--- config.mk ---
export PLATFORM = sky130hd
export DESIGN_NAME = five_byte_frame_sync_receiver_core
export DESIGN_NICKNAME = d
export VERILOG_FILES = /design/src/rtl/core/fsr_pkg.sv /design/src/rtl/core/fsr_front.sv /design/src/rtl/core/fsr_queue.sv /design/src/rtl/core/fsr_back.sv /design/src/rtl/core/five_byte_frame_sync_receiver_core.sv
export SDC_FILE = /design/constraint.sdc
export NUM_CORES = 1
export LEC_CHECK = 0
export BUFFER_PORTS_ARGS = -buffer_cell sky130_fd_sc_hd__buf_2
export CAP_MARGIN = 20
export CELL_PAD_IN_SITES_DETAIL_PLACEMENT = 0
export CELL_PAD_IN_SITES_GLOBAL_PLACEMENT = 1
export CORE_MARGIN = 2
export CORE_UTILIZATION = 46
export DETAILED_ROUTE_END_ITERATION = 7
export GPL_ROUTABILITY_DRIVEN = 1
export GPL_TIMING_DRIVEN = 0
export PLACE_DENSITY_LB_ADDON = 0.1
export SYNTH_ARGS = -nofsm -noshare
export SYNTH_HDL_FRONTEND = slang
export SYNTH_SLANG_ARGS = --single-unit
--- constraint.sdc ---
create_clock -name clk -period 3.94 [get_ports clk]
set_input_delay 0 -clock clk [delete_from_list [all_inputs] [get_ports clk]]
set_output_delay 0 -clock clk [all_outputs]
set_load 0.03 [all_outputs]
--- src/rtl/core/fsr_pkg.sv ---
// shared constants and types for the five-byte frame sync receiver
`timescale 1ns / 1ps

package fsr_pkg;

    localparam int FRAME_LEN = 5;
    localparam int WIN_DEPTH = FRAME_LEN - 1;
    localparam int WIN_IDX_W = $clog2(WIN_DEPTH);
    localparam int FILL_W    = 3;

    localparam logic [FILL_W-1:0] FILL_LAST = FILL_W'(WIN_DEPTH);

    localparam logic [7:0] HDR_BYTE  = 8'h01;
    localparam logic [7:0] MASK_HUNT = 8'h81;
    localparam logic [7:0] MASK_SYNC = 8'h80;

    localparam int QUEUE_DEPTH = 2;
    localparam int QPTR_W      = $clog2(QUEUE_DEPTH);
    localparam int QCNT_W      = $clog2(QUEUE_DEPTH + 1);

    typedef enum logic [1:0] {
        ST_WAIT    = 2'd0,
        ST_READY   = 2'd1,
        ST_BAD_HDR = 2'd2,
        ST_BAD_SUM = 2'd3
    } status_t;

    typedef struct packed {
        status_t                      status;
        logic [FRAME_LEN-1:0][7:0]    frame;
    } result_t;

endpackage

--- src/rtl/core/fsr_front.sv ---
// front end: byte window, frame checks and sync tracking
`timescale 1ns / 1ps

module fsr_front (
    input  logic             clk,
    input  logic             rst_n,
    input  logic             in_valid,
    output logic             in_ready,
    input  logic [7:0]       data_byte,
    input  logic             queue_full,
    output logic             push,
    output fsr_pkg::result_t push_item
);
    import fsr_pkg::*;

    logic [7:0]                win_reg [WIN_DEPTH];
    logic [FILL_W-1:0]         fill_reg;
    logic [FILL_W-1:0]         fill_next;
    logic                      sync_reg;
    logic                      sync_next;
    logic                      accept;
    logic                      full;
    logic                      shift;
    logic [FRAME_LEN-1:0][7:0] frame;
    logic [7:0]                sum;
    logic                      sum_ok;
    logic                      hdr_hunt;
    logic                      hdr_sync;
    status_t                   status;

    assign in_ready = !queue_full;
    assign accept   = in_valid && in_ready;
    assign push     = accept;
    assign full     = (fill_reg >= FILL_LAST);

    always_comb
    begin
        for (int i = 0; i < WIN_DEPTH; i++)
        begin
            frame[i] = win_reg[i];
        end
        frame[FRAME_LEN-1] = data_byte;
    end

    assign sum      = frame[0] + frame[1] + frame[2] + frame[3];
    assign sum_ok   = (sum == frame[4]);
    assign hdr_hunt = (frame[0] == HDR_BYTE) && ((frame[1] & MASK_HUNT) == MASK_HUNT);
    assign hdr_sync = (frame[0] == HDR_BYTE) && ((frame[1] & MASK_SYNC) == MASK_SYNC);

    always_comb
    begin
        status    = ST_WAIT;
        fill_next = fill_reg;
        sync_next = sync_reg;
        shift     = 1'b0;
        if (!full)
        begin
            fill_next = fill_reg + 1'b1;
        end
        else if (!sync_reg)
        begin
            if (hdr_hunt && sum_ok)
            begin
                sync_next = 1'b1;
                status    = ST_READY;
                fill_next = '0;
            end
            else
            begin
                // hunting: drop the oldest byte and keep looking
                shift     = 1'b1;
                fill_next = FILL_LAST;
            end
        end
        else if (!hdr_sync)
        begin
            sync_next = 1'b0;
            status    = ST_BAD_HDR;
            fill_next = '0;
        end
        else if (!sum_ok)
        begin
            sync_next = 1'b0;
            status    = ST_BAD_SUM;
            fill_next = '0;
        end
        else
        begin
            status    = ST_READY;
            fill_next = '0;
        end
    end

    assign push_item.status = status;
    assign push_item.frame  = (status == ST_WAIT) ? '0 : frame;

    always_ff @(posedge clk)
    begin
        if (accept)
        begin
            if (!full)
            begin
                win_reg[fill_reg[WIN_IDX_W-1:0]] <= data_byte;
            end
            else if (shift)
            begin
                for (int i = 0; i < WIN_DEPTH - 1; i++)
                begin
                    win_reg[i] <= win_reg[i+1];
                end
                win_reg[WIN_DEPTH-1] <= data_byte;
            end
        end
    end

    always_ff @(posedge clk or negedge rst_n)
    begin
        if (!rst_n)
        begin
            fill_reg <= '0;
            sync_reg <= 1'b0;
        end
        else if (accept)
        begin
            fill_reg <= fill_next;
            sync_reg <= sync_next;
        end
    end

    // the window never holds more than four pending bytes
    a_fill_range: assert property (@(posedge clk) disable iff (!rst_n)
        fill_reg <= FILL_LAST)
        else $error("fill count out of range");

    // a good frame while hunting always gains sync
    a_gain_sync: assert property (@(posedge clk) disable iff (!rst_n)
        (accept && !sync_reg && status == ST_READY) |=> sync_reg)
        else $error("sync not gained on good frame");

endmodule

--- src/rtl/core/fsr_queue.sv ---
// short result queue between front and back
`timescale 1ns / 1ps

module fsr_queue (
    input  logic             clk,
    input  logic             rst_n,
    input  logic             push,
    input  fsr_pkg::result_t push_item,
    output logic             full,
    input  logic             pop,
    output fsr_pkg::result_t pop_item,
    output logic             empty
);
    import fsr_pkg::*;

    result_t           mem [QUEUE_DEPTH];
    logic [QPTR_W-1:0] wr_ptr_reg;
    logic [QPTR_W-1:0] rd_ptr_reg;
    logic [QCNT_W-1:0] count_reg;
    logic [QCNT_W-1:0] count_next;

    localparam logic [QPTR_W-1:0] PTR_LAST = QPTR_W'(QUEUE_DEPTH - 1);

    assign full     = (count_reg == QCNT_W'(QUEUE_DEPTH));
    assign empty    = (count_reg == '0);
    assign pop_item = mem[rd_ptr_reg];

    always_comb
    begin
        count_next = count_reg;
        if (push && !pop)
        begin
            count_next = count_reg + 1'b1;
        end
        else if (pop && !push)
        begin
            count_next = count_reg - 1'b1;
        end
    end

    always_ff @(posedge clk)
    begin
        if (push)
        begin
            mem[wr_ptr_reg] <= push_item;
        end
    end

    always_ff @(posedge clk or negedge rst_n)
    begin
        if (!rst_n)
        begin
            wr_ptr_reg <= '0;
            rd_ptr_reg <= '0;
            count_reg  <= '0;
        end
        else
        begin
            if (push)
            begin
                wr_ptr_reg <= (wr_ptr_reg == PTR_LAST) ? '0 : wr_ptr_reg + 1'b1;
            end
            if (pop)
            begin
                rd_ptr_reg <= (rd_ptr_reg == PTR_LAST) ? '0 : rd_ptr_reg + 1'b1;
            end
            count_reg <= count_next;
        end
    end

    a_no_overflow: assert property (@(posedge clk) disable iff (!rst_n)
        !(push && full))
        else $error("push into full queue");

    a_no_underflow: assert property (@(posedge clk) disable iff (!rst_n)
        !(pop && empty))
        else $error("pop from empty queue");

    a_count_track: assert property (@(posedge clk) disable iff (!rst_n)
        (push && !pop) |=> (count_reg == $past(count_reg) + 1'b1))
        else $error("queue count lost a push");

    a_count_bound: assert property (@(posedge clk) disable iff (!rst_n)
        count_reg <= QCNT_W'(QUEUE_DEPTH))
        else $error("queue count beyond depth");

endmodule

--- src/rtl/core/fsr_back.sv ---
// back end: output register that drains the result queue
`timescale 1ns / 1ps

module fsr_back (
    input  logic             clk,
    input  logic             rst_n,
    input  logic             empty,
    input  fsr_pkg::result_t pop_item,
    output logic             pop,
    output logic             out_valid,
    input  logic             out_ready,
    output fsr_pkg::result_t out_item
);
    import fsr_pkg::*;

    logic    out_valid_reg;
    result_t item_reg;

    assign pop       = !empty && (!out_valid_reg || out_ready);
    assign out_valid = out_valid_reg;
    assign out_item  = item_reg;

    always_ff @(posedge clk)
    begin
        if (pop)
        begin
            item_reg <= pop_item;
        end
    end

    always_ff @(posedge clk or negedge rst_n)
    begin
        if (!rst_n)
        begin
            out_valid_reg <= 1'b0;
        end
        else if (pop)
        begin
            out_valid_reg <= 1'b1;
        end
        else if (out_ready)
        begin
            out_valid_reg <= 1'b0;
        end
    end

endmodule

--- src/rtl/core/five_byte_frame_sync_receiver_core.sv ---
// top level of the five-byte frame sync receiver
`timescale 1ns / 1ps

// usage
// - input channel: one serial byte per beat on data_byte, in_valid / in_ready
// - output channel: one result beat for every input beat, out_valid / out_ready,
//   carrying status (0 waiting, 1 frame ready, 2 bad header, 3 bad checksum)
//   and the five frame bytes, which read zero while status is waiting
// - the front end keeps the byte window, the fill count and the sync flag and
//   checks a complete frame in the cycle its last byte arrives
// - while hunting, a bad frame slides by one byte; a good one gains sync
// - in sync, a header or checksum failure drops sync and reports the frame;
//   every reported frame empties the window
// - result path: each result is written into the queue and then into the output
//   register, where out_valid rises; a full output register holds it in the queue
// - throughput: one beat per cycle while in_ready is high; the frame check is combinational
// - stall: a two-deep result queue plus the output register absorb three
//   results; after that in_ready drops until the consumer takes a beat
// - reset: window empty, hunting for sync, queue and output register empty

module five_byte_frame_sync_receiver_core (
    input  logic       clk,
    input  logic       rst_n,
    input  logic       in_valid,
    output logic       in_ready,
    input  logic [7:0] data_byte,
    output logic       out_valid,
    input  logic       out_ready,
    output logic [1:0] status,
    output logic [7:0] frame_byte0,
    output logic [7:0] frame_byte1,
    output logic [7:0] frame_byte2,
    output logic [7:0] frame_byte3,
    output logic [7:0] frame_byte4
);
    import fsr_pkg::*;

    // front to queue
    logic    push;
    result_t push_item;
    logic    queue_full;

    // queue to back
    logic    pop;
    result_t pop_item;
    logic    queue_empty;

    result_t out_item;

    fsr_front u_front (
        .clk        (clk),
        .rst_n      (rst_n),
        .in_valid   (in_valid),
        .in_ready   (in_ready),
        .data_byte  (data_byte),
        .queue_full (queue_full),
        .push       (push),
        .push_item  (push_item)
    );

    fsr_queue u_queue (
        .clk       (clk),
        .rst_n     (rst_n),
        .push      (push),
        .push_item (push_item),
        .full      (queue_full),
        .pop       (pop),
        .pop_item  (pop_item),
        .empty     (queue_empty)
    );

    fsr_back u_back (
        .clk       (clk),
        .rst_n     (rst_n),
        .empty     (queue_empty),
        .pop_item  (pop_item),
        .pop       (pop),
        .out_valid (out_valid),
        .out_ready (out_ready),
        .out_item  (out_item)
    );

    // unpack the result beat onto the output ports
    assign status      = out_item.status;
    assign frame_byte0 = out_item.frame[0];
    assign frame_byte1 = out_item.frame[1];
    assign frame_byte2 = out_item.frame[2];
    assign frame_byte3 = out_item.frame[3];
    assign frame_byte4 = out_item.frame[4];

endmodule
==> impl_results.md, run 1 <==
* Fmax at 244.3 MHz
* Syn nets at 445
* Clock buffer depth at 2
* Avg WL per Cell at 19.14 µm
* Fin crit share at 1.039
* CP required at 4110 ps
* Area of the mapped netlist at 7124 µm²
* Leakage power at 3.391 nW
* Worst-Margin Slew at 686.3 ps
* Peak VDD IR at 0.5115 mV
* Drt total wl at 13760 µm
* Cell area after layout at 8994 µm²
* Die Area at 16500 µm²
* Max_cap viols at 0
* Row count at 45
* Largest register FFs at 84
* Most frequent cells in the layout: edfxtp_1, buf_2, mux2_2
* CP arrival at 4260 ps
* Critical-path cell list: fa_1 -> inv_2 -> fa_1 -> inv_1 -> ha_2 -> fa_2 -> nand3_4 -> and3_4 -> o21ai_0 -> nor4b_4 -> o2111ai_2 -> nor3b_2 -> buf_6 -> clkbuf_16 -> mux2_4
* Mean Syn Cell Area at 17.42 µm²
* CP endpoint kind: flip-flop
* Synthesized instance count at 409
* EDFF count, synth at 158
* Clock-pin slew on the worst setup and hold paths at 60 ps
* Most common flop cell mapped by yosys: edfxtp_1
* Slew HR at 0.5414
* Post-DR vias/cell at 5.124
* Die height at 128.5 µm
* Vias at 3684
* First-pass DRT Iterations at 4
* Synth warnings at 0
* Initial core utilization at 0.4704
* Reg2reg path depth at 15
* Status: finished with violations
* Final WS setup at -152.8 ps
* DP HPWL at 8822 µm
* Root buf cell: clkbuf_16
* DRC at 0
* Worst Skew at 10.13 ps
* Fill count at 1119
* CTS Buf Count at 17
* First-pass GRT wire length at 21160 µm
* CTS sink count at 167
* Yosys cell types at 36
* Port bufs at 55
* Total power at 8.088 mW
* Final Hold Slack at 378.6 ps
* Largest net degree at the start of global routing at 28
* Crit path max-delay family: adder cells
* Post-synthesis register bit count at 167
* Crit path launch type: flip-flop
* Die X at 128.5 µm
* CP most frequent cell: fa_1
* Htree depth at 4
* Reg2Reg Setup Slack at -150 ps
* DRT antenna net count at 0
* Core Util, Final at 0.5938
* Pre-CTS WS at -540.9 ps
* CP startpoint: u_front.win_reg[1][1]$_DFFE_PP_
* Failing checks: setup timing
* Async set-reset flop share out of synthesis at 0.05389
* Layout net count at 555
* CP max FO at 6
* Core area at 15150 µm²
* Crit Path Class: reg -> reg
* Commonest non-fill, non-tap cell in the layout: edfxtp_1
* Hold_sp: out_ready
* Initial drt markers at 258
* Clk_lat worst skew at 420 ps
* Critical-path top delay cell: fa_1
* Tmin final at 4093 ps
* Final hold vios at 0
* Power Density at 899.3 nW/µm²
* # diodes at 0
* Worst r2r src: u_front.win_reg[1][1]$_DFFE_PP_
* # setup viols final at 56
* Crit path depth at 15
* Setup Total Neg Slack at -6217 ps
* Fraction of final layout cells sized beyond drive strength 1 at 0.4633
* Area grow syn2layout at 26.24%
* Seq/Total Area, Yosys at 0.6976
* Routability cong. at 0.8547
* WHS Path Cells at 4
* Vias in the first global route at 3759
* Final Max Tran Viols at 0
* Worst min path class: in -> reg
* Gr ovfl total at 0
* IO Pins at 56
* Buf+Inv Stages, Crit Path at 4
* Initial antenna violation count at 0
* Tot GR Track Use at 0.1759
* CP peak stage delay at 580 ps
* Post-route insts no fill at 719
* Cell Count Post-Placement at 655
* Placed cell area at 7714 µm²
* Unrepaired setup endpoints after global routing: true
* TritonCTS clock tree: yes
## final timing paths
| path | to |
|---|---|
| setup / recovery | u_front.win_reg[1][1]$_DFFE_PP_ |
| max in group asynchronous | u_queue.wr_ptr_reg$_DFFE_PN0P_ |
| hold reg to reg | u_back.out_valid$_DFFE_PN0P_ |
| min in group asynchronous | u_back.out_valid$_DFFE_PN0P_ |
| setup reg to reg | u_front.win_reg[1][1]$_DFFE_PP_ |
| hold / removal | u_back.out_valid$_DFFE_PN0P_ |
## worst min-delay path: cells and delay by family
family                 cells  cell delay, ps
buffers and inverters      2             610
AND/OR/NAND/NOR            2             150
## power breakdown
part,internal [mW],switching [mW],leakage (nW),total [mW]
clock,0.934,0.680,0.275,1.61
combinational,1.51,2.01,1.50,3.52
sequential,2.73,0.228,1.62,2.96
total,5.17,2.92,3.39,8.09
## area by class of cell
type | count | area, µm² | share of cell area
Sequential cell | 167 | 4970 | 0.5526
Inverter | 20 | 75.07 | 0.008347
Tap cell | 188 | 235.2 | 0.02615
Clock inverter | 14 | 147.6 | 0.01642
Timing Repair Buffer | 92 | 720.7 | 0.08013
Buffer | 12 | 133.9 | 0.01489
Clock buffer | 17 | 425.4 | 0.04730
Multi-Input combinational cell | 209 | 2286 | 0.2542
## per-layer routing
| metal | GRT usage | vias up | wire length [µm] |
|---|---|---|---|
| li1 | - | 1729 | - |
| met1 | 0.2390 | 1869 | 6238 |
| met2 | 0.2800 | 70 | 6759 |
| met3 | 0.03825 | 16 | 519 |
| met4 | 0.06852 | 0 | 243 |
| met5 | 0 | - | 0 |
## cells in the mapped netlist, types with 3 or more instances
| library cell | instances | area (µm²) |
|---|---|---|
| a21oi_1 | 11 | 55.05 |
| and2_1 | 40 | 250.2 |
| clkbuf_1 | 10 | 37.54 |
| dfrtp_1 | 9 | 225.2 |
| edfxtp_1 | 158 | 4745 |
| fa_1 | 14 | 280.3 |
| ha_1 | 10 | 125.1 |
| inv_1 | 20 | 75.07 |
| mux2_2 | 51 | 574.3 |
| mux2_4 | 16 | 240.2 |
| nand2_1 | 6 | 22.52 |
| nand3_1 | 4 | 20.02 |
| nor2_1 | 8 | 30.03 |
| nor4_1 | 3 | 18.77 |
| o21ai_0 | 5 | 25.02 |
| xnor2_1 | 17 | 148.9 |
| xor2_1 | 3 | 26.28 |
## cell families after synthesis
group | count (synthesis) | synth area share
fa+ha+maj | 24 | 0.05690
compound gates | 26 | 0.02476
mux | 67 | 0.1143
buf+inv | 33 | 0.02230
simple gates | 72 | 0.05954
flops | 167 | 0.6976
xor+xnor | 20 | 0.02459
## what timing repair did
item | CTS | global route
hold buffers | 12 | 0
pin swaps | 9 | 15
hold endpoints to repair | 29 | 0
setup buffers | 13 | 5
resized for setup | 67 | 33
endpoints found under the setup margin | 136 | 138
cloned | 3 | 3
Power figures use the tool's default switching activity.
==> inputs of run 2 (changes only) <==
CAP_MARGIN = unset   (was 20)
MAX_ROUTING_LAYER = met4   (was unset)
==> run 2 against run 1 <==
Effect of this change:
- the run still ends with setup timing left
- largest cell class unchanged
- sequential cell count unchanged
- sequential share of layout area increased by 0.23 points
- power increased by 0.72%
- sequential power about the same
- cell count decreased by 0.28%
- worst hold slack about the same
- global-route usage increased by 0.88 points
- via count increased by 0.33%
- final area decreased by 0.42%
- critical path type unchanged
- die area unchanged
==> impl_results.md, run 2 (synthesis gave the netlist of run 1 again) <==
* Die X at 128.5 µm
* Clk_lat worst skew at 420 ps
* WHS Path Cells at 4
* Post-route insts no fill at 717
* Worst min path class: in -> reg
* DP HPWL at 8784 µm
* Initial core utilization at 0.4704
* Peak VDD IR at 0.5624 mV
* Fill count at 1123
* CP max FO at 10
* Status: finished with violations
* Final Max Tran Viols at 0
* Most frequent cells in the layout: edfxtp_1, buf_2, mux2_2
* Fin crit share at 1.054
* Fmax at 240.7 MHz
* Worst r2r src: u_front.win_reg[1][1]$_DFFE_PP_
* Worst Skew at 14.60 ps
* Worst-Margin Slew at 680.6 ps
* Hold_sp: out_ready
* M1 WL at 6222 µm
* Switch share at 0.3607
* Crit path launch type: flip-flop
* DRC at 0
* First-pass DRT Iterations at 4
* CP required at 4110 ps
* # diodes at 0
* CP arrival at 4320 ps
* Routability cong. at 0.8684
* Area grow syn2layout at 25.71%
* Row count at 45
* CTS sink count at 167
* Commonest non-fill, non-tap cell in the layout: edfxtp_1
* Leakage power at 3.369 nW
* Vias at 3696
* Tot GR Track Use at 0.1847
* Initial antenna violation count at 0
* WHS Endpoint: u_back.out_valid$_DFFE_PN0P_
* Tmin final at 4154 ps
* Largest net degree at the start of global routing at 28
* Combinational power share at 0.438
* Root buf cell: clkbuf_16
* Post-DR vias/cell at 5.155
* First-pass GRT wire length at 21530 µm
* # setup viols final at 126
* CP endpoint kind: flip-flop
* Cell Count Post-Placement at 655
* Vias in the first global route at 3833
* Final WS setup at -214.3 ps
* DR WL met2 at 6856 µm
* Fraction of final layout cells sized beyond drive strength 1 at 0.4650
* Power share of the clock group at 0.198
* Die height at 128.5 µm
* Initial drt markers at 282
* Drt total wl at 13720 µm
* Psw at 2.938 mW
* Reg2Reg Capture Point: u_front.win_reg[1][4]$_DFFE_PP_
* Final hold vios at 0
* Pre-CTS WS at -567.2 ps
* Htree depth at 4
* Int Power at 5.208 mW
* TritonCTS clock tree: yes
* Avg WL per Cell at 19.14 µm
* IO Pins at 56
* Unrepaired setup endpoints after global routing: true
* CTS Buf Count at 17
* Clock-pin slew on the worst setup and hold paths at 60 ps
* Core area at 15150 µm²
* Largest register FFs at 84
* Slew HR at 0.5452
* Layout net count at 553
* Reg2reg path depth at 15
* Met3 wire len at 469 µm
* Clock buffer depth at 2
* Max_cap viols at 0
* Port bufs at 55
* Core Util, Final at 0.5913
* Power Density at 909.5 nW/µm²
* Crit Path Class: reg -> reg
* Seq pwr share at 0.363
* Reg2Reg Setup Slack at -210 ps
* DR top layer: met4
* Gr ovfl total at 0
* DRT antenna net count at 0
* Failing checks: setup timing
* Die Area at 16500 µm²
## run 2: cell count changes in the layout (fill, tap and decap cells not counted), sizes merged
cell	delta
clkbuf	-1
clkinvlp	+1
clkinv	-2
## run 2: critical path, stage by stage (launching register included)
cell	delay (ps)
edfxtp_1	450
fa_1	590
inv_2	50
fa_1	510
inv_1	50
ha_2	190
fa_2	370
nand3_4	100
a21oi_2	80
or2_0	210
o2111a_1	270
o2111ai_2	190
nor3b_2	210
buf_6	170
buf_12	160
mux2_4	300
## run 2: per-stage QoR
step | setup TNS [ps] | hold WS, ps | total power [mW] | area [µm²]
6_report | -11100 | 378.3 | 8.146 | 8956
5_1_grt | -28600 | 410.4 | 8.617 | 8956
4_1_cts | -13570 | 362.3 | 7.866 | 8875
3_5_place_dp | -56440 | -139.0 | 5.859 | 7714
3_3_place_gp | -59470 | -136.5 | 5.773 | 7645
2_1_floorplan | 0 | -295.6 | 5.096 | 7134
## run 2: how the worst max path moves through the flow
stage	start	end	slack [ps]	cells past startpoint
2_1_floorplan	u_front.win_reg[1][1]$_DFFE_PP_	u_front.win_reg[0][5]$_DFFE_PP_	8	15
3_3_place_gp	u_front.win_reg[3][1]$_DFFE_PP_	u_queue.mem[0][3]$_DFFE_PP_	-500	13
3_5_place_dp	u_front.win_reg[3][1]$_DFFE_PP_	u_queue.mem[1][3]$_DFFE_PP_	-570	14
4_1_cts	u_front.win_reg[3][1]$_DFFE_PP_	u_front.win_reg[2][4]$_DFFE_PP_	-290	16
5_1_grt	u_front.win_reg[1][1]$_DFFE_PP_	u_front.win_reg[1][4]$_DFFE_PP_	-340	15
6_report	u_front.win_reg[1][1]$_DFFE_PP_	u_front.win_reg[1][4]$_DFFE_PP_	-210	15
## run 2: power by group through the flow
stage / sequential (mW) / clock, mW / combinational (mW)
after floorplan: 3.37 / 0 / 1.72
after global placement: 3.00 / 0 / 2.77
after detailed placement: 2.99 / 0 / 2.87
after CTS: 2.96 / 1.66 / 3.24
after global routing: 3.02 / 1.72 / 3.88
final: 2.96 / 1.62 / 3.57
## run 2: layer usage
metal / global-route usage / vias to the layer above
li1: - / 1735
met1: 0.2393 / 1872
met2: 0.2907 / 75
met3: 0.04116 / 14
met4: 0.06335 / 0
met5: - / -
## run 2: what timing repair did
| item | CTS | global route |
|---|---|---|
| setup buffers | 14 | 3 |
| gates cloned | 5 | 0 |
| endpoints found under the hold margin | 28 | 0 |
| setup endpoints to repair | 136 | 138 |
| pin swaps | 12 | 8 |
| hold buffers | 12 | 0 |
| gates resized for setup | 79 | 25 |
## run 2: cell type report
class	count	area, µm²	area share
inverter	20	75.07	0.008382
timing repair buffer	90	683.2	0.07628
clock inverter	13	146.4	0.01635
tap	188	235.2	0.02626
buffer	12	123.9	0.01383
clock buffer	18	429.2	0.04792
multi-input combinational	209	2293	0.2561
sequential	167	4970	0.5549
